**config.mk**
```make
export PLATFORM = sky130hd
export DESIGN_NAME = magnetometer_bus_sequencer
export DESIGN_NICKNAME = d
export VERILOG_FILES = /design/src/rtl/mbs_pkg.sv /design/src/rtl/mbs_dpath.sv /design/src/rtl/mbs_ctrl.sv /design/src/rtl/magnetometer_bus_sequencer.sv
export SDC_FILE = /design/constraint.sdc
export NUM_CORES = 1
export LEC_CHECK = 0
export BUFFER_PORTS_ARGS = -buffer_cell sky130_fd_sc_hd__buf_2
export CELL_PAD_IN_SITES_DETAIL_PLACEMENT = 0
export CELL_PAD_IN_SITES_GLOBAL_PLACEMENT = 1
export CORE_AREA = 2 2 243 245
export CTS_CLUSTER_DIAMETER = 30
export CTS_CLUSTER_SIZE = 40
export DETAILED_ROUTE_END_ITERATION = 6
export DIE_AREA = 0 0 245 247
export PLACE_DENSITY = 0.82
export SLEW_MARGIN = 15
export SYNTH_ARGS = -nofsm -noshare
export SYNTH_HDL_FRONTEND = slang
export SYNTH_HIERARCHICAL = 1
export SYNTH_SLANG_ARGS = --single-unit
```
**constraint.sdc**
```tcl
create_clock -name clock -period 12.8 [get_ports clock]
set_input_delay 1.28 -clock clock [delete_from_list [all_inputs] [get_ports clock]]
set_output_delay 1.28 -clock clock [all_outputs]
set_load 0.005 [all_outputs]
```
**src/rtl/mbs_pkg.sv**
```systemverilog
// ----------------------------------------------------------------------------
// mbs_pkg
// Shared types and constants of the magnetometer bus sequencer.
// ----------------------------------------------------------------------------
package mbs_pkg;

   localparam int CSR_INDEX_W = 3;
   localparam int CSR_DATA_W  = 16;

   localparam logic [CSR_INDEX_W-1:0] CSR_OFFSET_X    = 3'd0;
   localparam logic [CSR_INDEX_W-1:0] CSR_OFFSET_Y    = 3'd1;
   localparam logic [CSR_INDEX_W-1:0] CSR_OFFSET_Z    = 3'd2;
   localparam logic [CSR_INDEX_W-1:0] CSR_AXIS_MAP    = 3'd3;
   localparam logic [CSR_INDEX_W-1:0] CSR_AXIS_NEGATE = 3'd4;
   localparam logic [CSR_INDEX_W-1:0] CSR_FIELD_LIMIT = 3'd5;
   localparam logic [CSR_INDEX_W-1:0] CSR_FIELD_FLOOR = 3'd6;

   localparam logic [5:0]  AXIS_MAP_RESET    = 6'd36;
   localparam logic [14:0] FIELD_LIMIT_RESET = 15'd1000;
   localparam logic [14:0] FIELD_FLOOR_RESET = 15'd400;
   localparam logic [15:0] UNIT_GAIN         = 16'd16384;
   localparam logic [23:0] CAL_NUMER         = 24'd11468800;

   localparam logic [7:0] SENSOR_WR_ADDR = 8'h3C;
   localparam logic [7:0] SENSOR_RD_ADDR = 8'h3D;
   localparam logic [7:0] REG_A_NORMAL   = 8'h10;
   localparam logic [7:0] REG_A_BIAS     = 8'h11;
   localparam logic [7:0] REG_B_GAIN     = 8'h20;
   localparam logic [7:0] MODE_RUN       = 8'h00;
   localparam logic [7:0] MODE_SINGLE    = 8'h01;
   localparam logic [7:0] MODE_IDLE      = 8'h02;

   typedef enum logic [2:0] {
      CMD_NONE    = 3'd0,
      CMD_START   = 3'd1,
      CMD_STOP    = 3'd2,
      CMD_SEND    = 3'd3,
      CMD_RECEN   = 3'd4,
      CMD_ACK     = 3'd5,
      CMD_RESTART = 3'd6,
      CMD_SHUT    = 3'd7
   } bus_cmd_type;

   typedef enum logic [3:0] {
      XF_IDLE     = 4'd0,
      XF_WR_START = 4'd1,
      XF_WR_DATA  = 4'd2,
      XF_WR_STOP  = 4'd3,
      XF_RD_START = 4'd4,
      XF_RD_ADDR  = 4'd5,
      XF_RD_CHECK = 4'd6,
      XF_RD_STORE = 4'd7,
      XF_RD_AGAIN = 4'd8,
      XF_RD_STOP  = 4'd9,
      XF_RD_DONE  = 4'd10
   } xfer_type;

   typedef enum logic [1:0] {
      CTL_IDLE,
      CTL_CAL,
      CTL_MEAS,
      CTL_RESP
   } ctl_state_type;

   typedef enum logic [2:0] {
      DP_IDLE,
      DP_CAL_CHECK,
      DP_CAL_DIV,
      DP_MUL,
      DP_ACC,
      DP_DONE
   } dp_state_type;

   typedef struct packed {
      logic       cal_start;
      logic       meas_start;
      logic       store_en;
      logic [2:0] store_idx;
      logic [7:0] store_byte;
   } dp_cmd_type;

   typedef struct packed {
      logic done;
      logic cal_fail;
      logic meas_ok;
   } dp_status_type;

endpackage

```
**src/rtl/mbs_dpath.sv**
```systemverilog
// ----------------------------------------------------------------------------
// mbs_dpath
// Receive buffer, gains, field values, serial divider and scaling multiplier.
// ----------------------------------------------------------------------------
module mbs_dpath (
   input  logic                                clock,
   input  logic                                reset,
   input  logic                                csr_we,
   input  logic [mbs_pkg::CSR_INDEX_W-1:0]     csr_index,
   input  logic [mbs_pkg::CSR_DATA_W-1:0]      csr_wdata,
   input  mbs_pkg::dp_cmd_type                 cmd,
   output mbs_pkg::dp_status_type              status,
   output logic signed [15:0]                  field_x,
   output logic signed [15:0]                  field_y,
   output logic signed [15:0]                  field_z
);

   logic signed [15:0] offset_ff [3];
   logic [5:0]         axis_map_ff;
   logic [2:0]         negate_ff;
   logic [14:0]        limit_ff;
   logic [14:0]        floor_ff;

   logic [7:0]         buf_ff [6];
   logic [15:0]        gain_ff [3];
   logic [15:0]        hold_ff [3];

   mbs_pkg::dp_state_type state_ff, state_in;
   logic [1:0]         axis_ff;
   logic               fail_ff;
   logic               ok_ff;
   logic [4:0]         cnt_ff;
   logic [23:0]        num_ff;
   logic [14:0]        rem_ff;
   logic [23:0]        quo_ff;
   logic [14:0]        divisor_ff;
   logic signed [32:0] prod_ff;

   // raw axis selection
   logic [1:0]         sel_axis;
   logic [1:0]         map_bits;
   logic signed [15:0] raw;
   logic               in_range;

   // divider step
   logic [15:0]        trial;
   logic               take;
   logic [14:0]        rem_next;
   logic [23:0]        quo_next;

   // scaling
   logic signed [18:0] scaled;
   logic signed [18:0] signed_val;
   logic signed [19:0] diff;
   logic signed [15:0] vout;
   logic [16:0]        mag;
   logic               last_axis;

   always_comb begin
      map_bits = axis_map_ff[{axis_ff, 1'b0} +: 2];
      if (state_ff == mbs_pkg::DP_MUL) begin
         sel_axis = (map_bits == 2'd3) ? 2'd2 : map_bits;
      end else begin
         sel_axis = axis_ff;
      end
      raw = $signed({buf_ff[{sel_axis, 1'b0}], buf_ff[{sel_axis, 1'b1}]});
      in_range = (raw > $signed({1'b0, floor_ff})) && (raw < $signed({1'b0, limit_ff}));
      last_axis = (axis_ff == 2'd2);
   end

   always_comb begin
      trial    = {rem_ff, num_ff[23]};
      take     = (trial >= {1'b0, divisor_ff});
      rem_next = take ? 15'(trial - {1'b0, divisor_ff}) : trial[14:0];
      quo_next = {quo_ff[22:0], take};
   end

   always_comb begin
      scaled     = 19'(prod_ff >>> 14);
      signed_val = negate_ff[axis_ff] ? -scaled : scaled;
      diff       = 20'(signed_val) - 20'(offset_ff[axis_ff] >>> 1);
      vout       = diff[15:0];
      mag        = vout[15] ? 17'(-$signed({vout[15], vout})) : {1'b0, vout};
   end

   always_comb begin
      state_in = state_ff;
      unique case (state_ff)
         mbs_pkg::DP_IDLE: begin
            if (cmd.cal_start) begin
               state_in = mbs_pkg::DP_CAL_CHECK;
            end else if (cmd.meas_start) begin
               state_in = mbs_pkg::DP_MUL;
            end
         end
         mbs_pkg::DP_CAL_CHECK: begin
            if (in_range) begin
               state_in = mbs_pkg::DP_CAL_DIV;
            end else if (last_axis) begin
               state_in = mbs_pkg::DP_DONE;
            end
         end
         mbs_pkg::DP_CAL_DIV: begin
            if (cnt_ff == 5'd23) begin
               state_in = last_axis ? mbs_pkg::DP_DONE : mbs_pkg::DP_CAL_CHECK;
            end
         end
         mbs_pkg::DP_MUL: state_in = mbs_pkg::DP_ACC;
         mbs_pkg::DP_ACC: state_in = last_axis ? mbs_pkg::DP_DONE : mbs_pkg::DP_MUL;
         mbs_pkg::DP_DONE: state_in = mbs_pkg::DP_IDLE;
         default: state_in = mbs_pkg::DP_IDLE;
      endcase
   end

   always_comb begin
      status.done     = (state_ff == mbs_pkg::DP_DONE);
      status.cal_fail = fail_ff;
      status.meas_ok  = ok_ff;
   end

   always_ff @(posedge clock) begin
      if (reset) begin
         state_ff    <= mbs_pkg::DP_IDLE;
         offset_ff[0] <= '0;
         offset_ff[1] <= '0;
         offset_ff[2] <= '0;
         axis_map_ff <= mbs_pkg::AXIS_MAP_RESET;
         negate_ff   <= '0;
         limit_ff    <= mbs_pkg::FIELD_LIMIT_RESET;
         floor_ff    <= mbs_pkg::FIELD_FLOOR_RESET;
         gain_ff[0]  <= mbs_pkg::UNIT_GAIN;
         gain_ff[1]  <= mbs_pkg::UNIT_GAIN;
         gain_ff[2]  <= mbs_pkg::UNIT_GAIN;
         hold_ff[0]  <= '0;
         hold_ff[1]  <= '0;
         hold_ff[2]  <= '0;
         axis_ff     <= '0;
         fail_ff     <= 1'b0;
         ok_ff       <= 1'b0;
         cnt_ff      <= '0;
      end else begin
         state_ff <= state_in;
         if (csr_we) begin
            unique case (csr_index)
               mbs_pkg::CSR_OFFSET_X:    offset_ff[0] <= csr_wdata;
               mbs_pkg::CSR_OFFSET_Y:    offset_ff[1] <= csr_wdata;
               mbs_pkg::CSR_OFFSET_Z:    offset_ff[2] <= csr_wdata;
               mbs_pkg::CSR_AXIS_MAP:    axis_map_ff  <= csr_wdata[5:0];
               mbs_pkg::CSR_AXIS_NEGATE: negate_ff    <= csr_wdata[2:0];
               mbs_pkg::CSR_FIELD_LIMIT: limit_ff     <= csr_wdata[14:0];
               mbs_pkg::CSR_FIELD_FLOOR: floor_ff     <= csr_wdata[14:0];
               default: ;
            endcase
         end
         unique case (state_ff)
            mbs_pkg::DP_IDLE: begin
               axis_ff <= '0;
               if (cmd.cal_start) fail_ff <= 1'b0;
               if (cmd.meas_start) ok_ff <= 1'b1;
            end
            mbs_pkg::DP_CAL_CHECK: begin
               cnt_ff <= '0;
               if (!in_range) begin
                  gain_ff[axis_ff] <= mbs_pkg::UNIT_GAIN;
                  fail_ff <= 1'b1;
                  axis_ff <= axis_ff + 2'd1;
               end
            end
            mbs_pkg::DP_CAL_DIV: begin
               cnt_ff <= cnt_ff + 5'd1;
               if (cnt_ff == 5'd23) begin
                  gain_ff[axis_ff] <= (quo_next[23:16] != 8'd0) ? 16'hFFFF : quo_next[15:0];
                  axis_ff <= axis_ff + 2'd1;
               end
            end
            mbs_pkg::DP_ACC: begin
               hold_ff[axis_ff] <= vout;
               if (mag >= {2'b00, limit_ff}) ok_ff <= 1'b0;
               axis_ff <= axis_ff + 2'd1;
            end
            default: ;
         endcase
      end
   end

   // payload: no reset
   always_ff @(posedge clock) begin
      if (cmd.store_en && cmd.store_idx < 3'd6) begin
         buf_ff[cmd.store_idx] <= cmd.store_byte;
      end
      if (state_ff == mbs_pkg::DP_CAL_CHECK) begin
         num_ff     <= mbs_pkg::CAL_NUMER;
         rem_ff     <= '0;
         quo_ff     <= '0;
         divisor_ff <= raw[14:0];
      end else if (state_ff == mbs_pkg::DP_CAL_DIV) begin
         num_ff <= {num_ff[22:0], 1'b0};
         rem_ff <= rem_next;
         quo_ff <= quo_next;
      end
      if (state_ff == mbs_pkg::DP_MUL) begin
         prod_ff <= raw * $signed({1'b0, gain_ff[sel_axis]});
      end
   end

   assign field_x = hold_ff[0];
   assign field_y = hold_ff[1];
   assign field_z = hold_ff[2];

endmodule

```
**src/rtl/mbs_ctrl.sv**
```systemverilog
// ----------------------------------------------------------------------------
// mbs_ctrl
// Phase and transfer sequencer; holds the bus side of the response.
// ----------------------------------------------------------------------------
module mbs_ctrl (
   input  logic                    clock,
   input  logic                    reset,
   input  logic                    req_valid,
   output logic                    req_stall,
   input  logic                    req_action,
   input  logic                    req_bus_enabled,
   input  logic                    req_bus_normal,
   input  logic                    req_receive_active,
   input  logic                    req_nack_received,
   input  logic [7:0]              req_rx_byte,
   output logic                    rsp_valid,
   input  logic                    rsp_stall,
   output logic [2:0]              rsp_bus_command,
   output logic [7:0]              rsp_tx_byte,
   output logic                    rsp_ack_level,
   output logic                    rsp_field_ready,
   output logic                    rsp_drift_request,
   output logic [2:0]              rsp_phase,
   output mbs_pkg::dp_cmd_type     dp_cmd,
   input  mbs_pkg::dp_status_type  dp_status
);

   mbs_pkg::ctl_state_type state_ff, state_in;
   mbs_pkg::xfer_type      xfer_ff, xfer_in;
   logic [2:0]  phase_ff, phase_in;
   logic [2:0]  idx_ff, idx_in;
   logic [1:0]  sel_ff, sel_in;
   mbs_pkg::bus_cmd_type   cmd_ff, cmd_in;
   logic [7:0]  tx_ff, tx_in;
   logic        ack_ff, ack_in;
   logic        ready_ff, ready_in;
   logic        drift_ff, drift_in;

   logic        accept;
   logic        go_cal, go_meas;
   logic [2:0]  idx_inc;
   logic [7:0]  cmd_byte;

   assign accept  = req_valid && (state_ff == mbs_pkg::CTL_IDLE);
   assign idx_inc = (idx_ff < 3'd7) ? idx_ff + 3'd1 : idx_ff;

   always_comb begin
      unique case (idx_ff)
         3'd0: cmd_byte = mbs_pkg::SENSOR_WR_ADDR;
         3'd1: cmd_byte = 8'h00;
         3'd2: cmd_byte = (sel_ff == 2'd1) ? mbs_pkg::REG_A_BIAS : mbs_pkg::REG_A_NORMAL;
         3'd3: cmd_byte = mbs_pkg::REG_B_GAIN;
         default: cmd_byte = (sel_ff == 2'd1) ? mbs_pkg::MODE_SINGLE :
                             (sel_ff == 2'd2) ? mbs_pkg::MODE_IDLE : mbs_pkg::MODE_RUN;
      endcase
   end

   assign go_cal  = accept && req_action && xfer_ff == mbs_pkg::XF_RD_DONE && phase_ff == 3'd5;
   assign go_meas = accept && req_action && xfer_ff == mbs_pkg::XF_RD_DONE && phase_ff == 3'd7;

   // next state
   always_comb begin
      state_in = state_ff;
      unique case (state_ff)
         mbs_pkg::CTL_IDLE: begin
            if (go_cal) state_in = mbs_pkg::CTL_CAL;
            else if (go_meas) state_in = mbs_pkg::CTL_MEAS;
            else if (accept) state_in = mbs_pkg::CTL_RESP;
         end
         mbs_pkg::CTL_CAL, mbs_pkg::CTL_MEAS: begin
            if (dp_status.done) state_in = mbs_pkg::CTL_RESP;
         end
         mbs_pkg::CTL_RESP: begin
            if (!rsp_stall) state_in = mbs_pkg::CTL_IDLE;
         end
         default: state_in = mbs_pkg::CTL_IDLE;
      endcase
   end

   // sequencing registers and response fields
   always_comb begin
      xfer_in  = xfer_ff;
      phase_in = phase_ff;
      idx_in   = idx_ff;
      sel_in   = sel_ff;
      cmd_in   = cmd_ff;
      tx_in    = tx_ff;
      ack_in   = ack_ff;
      ready_in = ready_ff;
      drift_in = drift_ff;
      dp_cmd.cal_start  = go_cal;
      dp_cmd.meas_start = go_meas;
      dp_cmd.store_en   = 1'b0;
      dp_cmd.store_idx  = idx_ff;
      dp_cmd.store_byte = req_rx_byte;
      if (accept) begin
         cmd_in   = mbs_pkg::CMD_NONE;
         tx_in    = 8'h00;
         ack_in   = 1'b0;
         ready_in = 1'b0;
         drift_in = 1'b0;
         if (!req_action) begin
            if (!req_bus_enabled) begin
               xfer_in = mbs_pkg::XF_IDLE; phase_in = 3'd0; cmd_in = mbs_pkg::CMD_RESTART;
            end else if (!req_bus_normal) begin
               xfer_in = mbs_pkg::XF_IDLE; phase_in = 3'd0; cmd_in = mbs_pkg::CMD_SHUT;
            end else begin
               idx_in = 3'd0;
               phase_in = (phase_ff < 3'd7) ? phase_ff + 3'd1 : phase_ff;
               if (phase_in[0]) begin
                  xfer_in = mbs_pkg::XF_RD_START;
               end else begin
                  sel_in = (phase_in == 3'd2) ? 2'd2 : (phase_in == 3'd4) ? 2'd1 : 2'd0;
                  xfer_in = mbs_pkg::XF_WR_START;
               end
            end
         end else begin
            unique case (xfer_ff)
               mbs_pkg::XF_WR_START: begin
                  xfer_in = mbs_pkg::XF_WR_DATA; cmd_in = mbs_pkg::CMD_START;
               end
               mbs_pkg::XF_WR_DATA: begin
                  tx_in = cmd_byte; cmd_in = mbs_pkg::CMD_SEND; idx_in = idx_inc;
                  if (idx_inc > 3'd4) xfer_in = mbs_pkg::XF_WR_STOP;
               end
               mbs_pkg::XF_WR_STOP: begin
                  xfer_in = mbs_pkg::XF_IDLE; cmd_in = mbs_pkg::CMD_STOP;
               end
               mbs_pkg::XF_RD_START: begin
                  if (!req_receive_active) begin
                     xfer_in = mbs_pkg::XF_RD_ADDR; cmd_in = mbs_pkg::CMD_START;
                  end
               end
               mbs_pkg::XF_RD_ADDR: begin
                  xfer_in = mbs_pkg::XF_RD_CHECK; cmd_in = mbs_pkg::CMD_SEND;
                  tx_in = mbs_pkg::SENSOR_RD_ADDR;
               end
               mbs_pkg::XF_RD_CHECK: begin
                  if (req_nack_received) begin
                     phase_in = 3'd0; cmd_in = mbs_pkg::CMD_STOP; xfer_in = mbs_pkg::XF_IDLE;
                  end else begin
                     cmd_in = mbs_pkg::CMD_RECEN; xfer_in = mbs_pkg::XF_RD_STORE;
                  end
               end
               mbs_pkg::XF_RD_STORE: begin
                  dp_cmd.store_en = 1'b1;
                  idx_in = idx_inc;
                  cmd_in = mbs_pkg::CMD_ACK;
                  if (idx_inc > 3'd6) begin
                     ack_in = 1'b1; xfer_in = mbs_pkg::XF_RD_STOP;
                  end else begin
                     xfer_in = mbs_pkg::XF_RD_AGAIN;
                  end
               end
               mbs_pkg::XF_RD_AGAIN: begin
                  cmd_in = mbs_pkg::CMD_RECEN; xfer_in = mbs_pkg::XF_RD_STORE;
               end
               mbs_pkg::XF_RD_STOP: begin
                  cmd_in = mbs_pkg::CMD_STOP; xfer_in = mbs_pkg::XF_RD_DONE;
               end
               mbs_pkg::XF_RD_DONE: begin
                  xfer_in = mbs_pkg::XF_IDLE;
                  ready_in = go_meas;
               end
               default: ;
            endcase
         end
      end else if (dp_status.done) begin
         if (state_ff == mbs_pkg::CTL_CAL) begin
            if (dp_status.cal_fail) phase_in = 3'd0;
         end else if (state_ff == mbs_pkg::CTL_MEAS) begin
            if (dp_status.meas_ok) drift_in = 1'b1;
            else phase_in = 3'd0;
         end
      end
   end

   always_ff @(posedge clock) begin
      if (reset) begin
         state_ff <= mbs_pkg::CTL_IDLE;
         xfer_ff  <= mbs_pkg::XF_IDLE;
         phase_ff <= '0;
         idx_ff   <= '0;
         sel_ff   <= '0;
      end else begin
         state_ff <= state_in;
         xfer_ff  <= xfer_in;
         phase_ff <= phase_in;
         idx_ff   <= idx_in;
         sel_ff   <= sel_in;
      end
   end

   always_ff @(posedge clock) begin
      cmd_ff   <= cmd_in;
      tx_ff    <= tx_in;
      ack_ff   <= ack_in;
      ready_ff <= ready_in;
      drift_ff <= drift_in;
   end

   assign req_stall         = (state_ff != mbs_pkg::CTL_IDLE);
   assign rsp_valid         = (state_ff == mbs_pkg::CTL_RESP);
   assign rsp_bus_command   = cmd_ff;
   assign rsp_tx_byte       = tx_ff;
   assign rsp_ack_level     = ack_ff;
   assign rsp_field_ready   = ready_ff;
   assign rsp_drift_request = drift_ff;
   assign rsp_phase         = phase_ff;

endmodule

```
**src/rtl/magnetometer_bus_sequencer.sv**
```systemverilog
// ----------------------------------------------------------------------------
// magnetometer_bus_sequencer
// Steps a magnetometer through reset, calibration and data reads over a
// byte-level two-wire bus controller, one request per bus event or tick.
// ----------------------------------------------------------------------------
// Ticks and plain bus events: accepted in CTL_IDLE, answered from CTL_RESP.
// Calibration evaluation runs, for each in-range axis, the 24-step serial
//   divider that forms its gain. Data evaluation passes each axis through the
//   shared multiplier (DP_MUL, then DP_ACC) before the hand-off.
// Throughput: one request at a time; the next is taken once the response left.
// Reset: synchronous; phase 0, transfer idle, gains 16384, field values 0.

module magnetometer_bus_sequencer (
   input  logic                                clock,
   input  logic                                reset,
   // request channel
   input  logic                                req_valid,
   output logic                                req_stall,
   input  logic                                req_action,
   input  logic                                req_bus_enabled,
   input  logic                                req_bus_normal,
   input  logic                                req_receive_active,
   input  logic                                req_nack_received,
   input  logic [7:0]                          req_rx_byte,
   // response channel
   output logic                                rsp_valid,
   input  logic                                rsp_stall,
   output logic [2:0]                          rsp_bus_command,
   output logic [7:0]                          rsp_tx_byte,
   output logic                                rsp_ack_level,
   output logic signed [15:0]                  rsp_field_x,
   output logic signed [15:0]                  rsp_field_y,
   output logic signed [15:0]                  rsp_field_z,
   output logic                                rsp_field_ready,
   output logic                                rsp_drift_request,
   output logic [2:0]                          rsp_phase,
   // register write port
   input  logic                                csr_valid,
   output logic                                csr_ready,
   input  logic [mbs_pkg::CSR_INDEX_W-1:0]     csr_index,
   input  logic [mbs_pkg::CSR_DATA_W-1:0]      csr_wdata
);

   mbs_pkg::dp_cmd_type    dp_cmd;
   mbs_pkg::dp_status_type dp_status;

   // registers are always writable; software must write them only while idle, the block does not enforce it
   assign csr_ready = 1'b1;

   // sequencer: phases, transfer steps, bus command of each response
   mbs_ctrl u_ctrl (
      .clock              (clock),
      .reset              (reset),
      .req_valid          (req_valid),
      .req_stall          (req_stall),
      .req_action         (req_action),
      .req_bus_enabled    (req_bus_enabled),
      .req_bus_normal     (req_bus_normal),
      .req_receive_active (req_receive_active),
      .req_nack_received  (req_nack_received),
      .req_rx_byte        (req_rx_byte),
      .rsp_valid          (rsp_valid),
      .rsp_stall          (rsp_stall),
      .rsp_bus_command    (rsp_bus_command),
      .rsp_tx_byte        (rsp_tx_byte),
      .rsp_ack_level      (rsp_ack_level),
      .rsp_field_ready    (rsp_field_ready),
      .rsp_drift_request  (rsp_drift_request),
      .rsp_phase          (rsp_phase),
      .dp_cmd             (dp_cmd),
      .dp_status          (dp_status)
   );

   // datapath: sample buffer, gain divider, field scaling
   mbs_dpath u_dpath (
      .clock     (clock),
      .reset     (reset),
      .csr_we    (csr_valid && csr_ready),
      .csr_index (csr_index),
      .csr_wdata (csr_wdata),
      .cmd       (dp_cmd),
      .status    (dp_status),
      .field_x   (rsp_field_x),
      .field_y   (rsp_field_y),
      .field_z   (rsp_field_z)
   );

   // one request in flight: a pending response blocks new requests
   assert property (@(posedge clock) disable iff (reset) rsp_valid |-> req_stall)
      else $error("request accepted while response pending");

   // drift request only comes from a successful data read in the last phase
   assert property (@(posedge clock) disable iff (reset)
      (rsp_valid && rsp_drift_request) |-> (rsp_field_ready && rsp_phase == 3'd7))
      else $error("drift request outside data phase");

   // an evaluation step never issues a bus command
   assert property (@(posedge clock) disable iff (reset)
      (rsp_valid && rsp_field_ready) |-> (rsp_bus_command == mbs_pkg::CMD_NONE))
      else $error("bus command on evaluation step");

   // a datapath job starts only while the sequencer is taking a request
   assert property (@(posedge clock) disable iff (reset)
      (dp_cmd.cal_start || dp_cmd.meas_start) |=> req_stall)
      else $error("datapath started without a request");

endmodule

```
==> impl.org <==
** Timing
- For the pin with the worst max-slew slack, the measured transition is 1.17 ns.
- Worst clock skew on the final layout :: 0.0280 ns
- Final hold violation count :: 0
- Setup Total Neg Slack :: 0 ns
- The final max-slew violation count was 0.
- Derived from the worst setup path, the maximum achievable clock frequency is 104 MHz.
- Number of endpoints failing setup at the final stage :: 0
- Final Critical Period :: 9.61 ns
- After layout, the worst path uses 75.0% of the clock period.
- Setup repair after global routing left no endpoint under its margin.
- In this run the tightest slew margin relative to its limit is 22.1%.

** Logic synthesis
- Count of state elements after synthesis :: 360
- Most area-consuming cells after synthesis :: sky130_fd_sc_hd__edfxtp_1 (29%), sky130_fd_sc_hd__fa_1 (15%), sky130_fd_sc_hd__ha_1 (9.4%)
- By count the netlist is led by sky130_fd_sc_hd__nand2_1 (344), sky130_fd_sc_hd__inv_1 (330), sky130_fd_sc_hd__nor2_1 (319), sky130_fd_sc_hd__edfxtp_1 (246).
- Fraction of registers with async set/reset :: 0%
- Post-Synthesis Mean Instance Area :: 9.72 sq um
- Summed instance area of the synthesized netlist :: 0.0259 sq mm
- For this run, the leading register cell type out of synthesis is sky130_fd_sc_hd__edfxtp_1.
- The synthesized design contains 246 enable-type register cells.
- The Yosys step of the flow raised 6 warnings.
- The number of different library cells used by synthesis comes to 87.
- Gate count after technology mapping :: 2664
- For this run, the register share of the synthesized area comes to 37.3%.
- Yosys instantiated no cell more often than sky130_fd_sc_hd__nand2_1.
- Fraction of synthesized cell area taken by the top area cell type :: 28.5%
- The largest total area in the synthesized netlist belongs to sky130_fd_sc_hd__edfxtp_1.

** Global route
- Met1 GRT Util :: 31.1%
- The initial antenna violation count was 1.
- The via count of the first global-routing pass was 19100.
- Summed over all layers, the global routing overflow is 0.
- After global routing, the most crowded layer is met2.
- Global routing used 38.8% of the available met2 tracks.
- Grt met3 use :: 3.51%
- Global-route wire length before repair :: 108 mm
- GR Util All Layers :: 23.2%
- Entering global routing, the biggest net connects 59 pins.

** CTS
- Count of hold-fix buffers inserted at cts :: 0
- Post-CTS resize count :: 0
- The number of setup buffers added after CTS is 0.
- For the worst-skew pair, the clock arrives at the later sink with an insertion delay of 0.60 ns.
- The clock tree synthesis step divided the H-tree into 3 levels.
- Total CTS buffers :: 72
- The cell sitting at the root of the clock tree is a sky130_fd_sc_hd__clkbuf_16.
- The tree built by TritonCTS fans out to 360 sinks.
- Maximum buffer depth of the clock tree :: 3
- TritonCTS built the clock tree.
- Clock-pin transition on the worst setup and hold timing paths :: 0.05 ns

** Worst setup path
- Path type of the worst setup path :: reg2reg
- Counting cells, the worst reg-to-reg path comes to 28.
- Worst setup SP type :: flip-flop
- Setup crit end kind :: flip-flop
- Worst path most repeated cell :: sky130_fd_sc_hd__fa_1
- STA puts the critical path data arrival time at 9.93 ns.
- CP max stage delay :: 0.74 ns
- Of all nets on the critical path, the largest fanout is 34.
- Launch point of the worst path :: u_dpath/state_ff[2]
- The worst register-to-register path begins at u_dpath/state_ff[2].
- Setup slack on the worst reg-to-reg path comes out at 3.19 ns.
- Following the worst setup path forward leads to its endpoint at u_dpath/prod_ff[29].
- In this run the number of cells on the critical path is 28.
- Counting both buffers and inverters, the worst setup path holds a total of 5.
- CP Data Required Time :: 13.13 ns
- Crit-path leading delay family :: adder cells
- In this run the critical register-to-register path is captured at u_dpath/prod_ff[29].
- Cell type of the slowest stage on the worst timing path :: sky130_fd_sc_hd__nand2_1

** Die
- Placeable core region :: 0.0582 sq mm
- The die is 245 microns wide.
- The floorplan has 89 rows.
- The die covers 0.0605 sq mm.
- 105 I/O pins were placed.
- Die Ht :: 247 microns
- The initial utilization of the core area, before any placement, comes to 44.5%.

** Placement
- Detailed placement HPWL :: 52.6 mm
- Routability Congestion :: 0.961
- Input and output buffers added on the ports amount to 101.

** Routing
- Once detail routing completed, the nets flagged for antenna violations numbered 0.
- Post-detailed-routing wire length :: 70.0 mm
- First DRT Iteration DRCs :: 1516
- In the routed design, unresolved DRC markers number 0.
- In the final routed layout, each cell accounts on average for 19.5 microns.
- Pre-Repair DR Iteration Count :: 6
- Using the TritonRoute via totals, the vias-per-cell ratio works out to 5.41.
- Total vias in the final route :: 19400

** Final layout
- Nets :: 3174
- The filler cells instantiated in the layout total 5258.
- Layout Area Growth over Synthesis :: 13.6%
- Measured on the finished design, the core utilization comes to 50.5%.
- Proportion of layout cells with a drive suffix above 1 :: 9.66%

** Min path
- Origin of the worst min-delay path :: u_dpath/num_ff[16]
- The tightest min-delay check is of the reg2reg type.

** Status
- Outcome :: complete, no violations

** Job
- Max-cap check violation count :: 0
metal layers:
metal  routed length (microns)  share of wire, %  up-vias
met2                     33600                48      650
met4                      1710               2.4        0
met3                      4460               6.4       98
met5                         0                 0        -
met1                     30200                43     9556
li1                          -                 -     9091
stage by stage:
stage	instances	worst slack (ns)	area, sq um	hold WS (ns)
after global routing	3580	2.63	29400	0.467
after detailed placement	3446	3.31	27100	0.440
after CTS	3579	3.22	29400	0.449
after global placement	3446	3.50	27000	0.435
after floorplan	2665	4.90	25900	0.423
final	3582	3.19	29400	0.449
cell usage in the layout, fill, tap and decap left out, types with 75 or more instances in the layout:
master	instances
sky130_fd_sc_hd__and2_1	79
sky130_fd_sc_hd__fa_1	195
sky130_fd_sc_hd__clkbuf_16	75
sky130_fd_sc_hd__nand2_1	344
sky130_fd_sc_hd__inv_1	330
sky130_fd_sc_hd__buf_2	101
sky130_fd_sc_hd__dfxtp_1	114
sky130_fd_sc_hd__ha_1	195
sky130_fd_sc_hd__edfxtp_1	246
sky130_fd_sc_hd__nor2_1	318
sky130_fd_sc_hd__a21oi_1	113
cells by family (layout without fill, tap and decap cells):
group,after synthesis,in the layout,synth area share [%]
simple gates,919,919,16.0
buf+inv,453,594,7.00
compound gates,409,409,10.4
fa+ha+maj,390,390,24.5
flops,360,360,37.3
xor+xnor,72,72,2.43
mux,59,59,2.34
other cells,2,6,0.0290
sequential cells by signal (all words and copies together), names as in the netlist, 15 cells and up, named ones only:
| name | cells |
|---|---|
| u_dpath/rem_ff | 15 |
| u_dpath/floor_ff | 15 |
| u_dpath/hold_ff | 48 |
| u_dpath/prod_ff | 16 |
| u_dpath/quo_ff | 23 |
| u_dpath/divisor_ff | 15 |
| u_dpath/offset_ff | 45 |
| u_dpath/gain_ff | 64 |
| u_dpath/limit_ff | 15 |
| u_dpath/buf_ff | 48 |
how the worst min path moves through the flow:
stage	end	slack, ns	depth (start not counted)
floorplan	u_dpath/num_ff[16]	0.42	2
global placement	u_dpath/num_ff[16]	0.44	2
detailed placement	u_dpath/num_ff[16]	0.44	2
CTS	u_dpath/num_ff[16]	0.45	2
global route	u_dpath/num_ff[16]	0.47	2
finish	u_dpath/num_ff[16]	0.45	2
final cells by class:
type                            instances  area [sq um]  share of cell area [%]
Antenna cell                            3          7.51                  0.0255
Tap cell                              773           967                    3.29
Multi-Input combinational cell       1852         14500                    49.2
Sequential cell                       360          9670                    32.9
Clock inverter                         45           413                    1.40
Timing Repair Buffer                  122           663                    2.25
Inverter                              339          1270                    4.32
Clock buffer                           88          1960                    6.65
worst register-to-register path, delay by kind of cell, from the launching register on:
| family | cells | cell delay (ns) |
|---|---|---|
| xor+xnor | 1 | 0.13 |
| simple gates | 5 | 1.82 |
| buf+inv | 5 | 1.36 |
| fa+ha+maj | 7 | 3.12 |
| flops | 1 | 0.52 |
| compound gates | 10 | 2.42 |
Power is left out: the tool's default activity adds up to more than one toggle a clock period on the data nets, which glitch-free logic cannot reach.
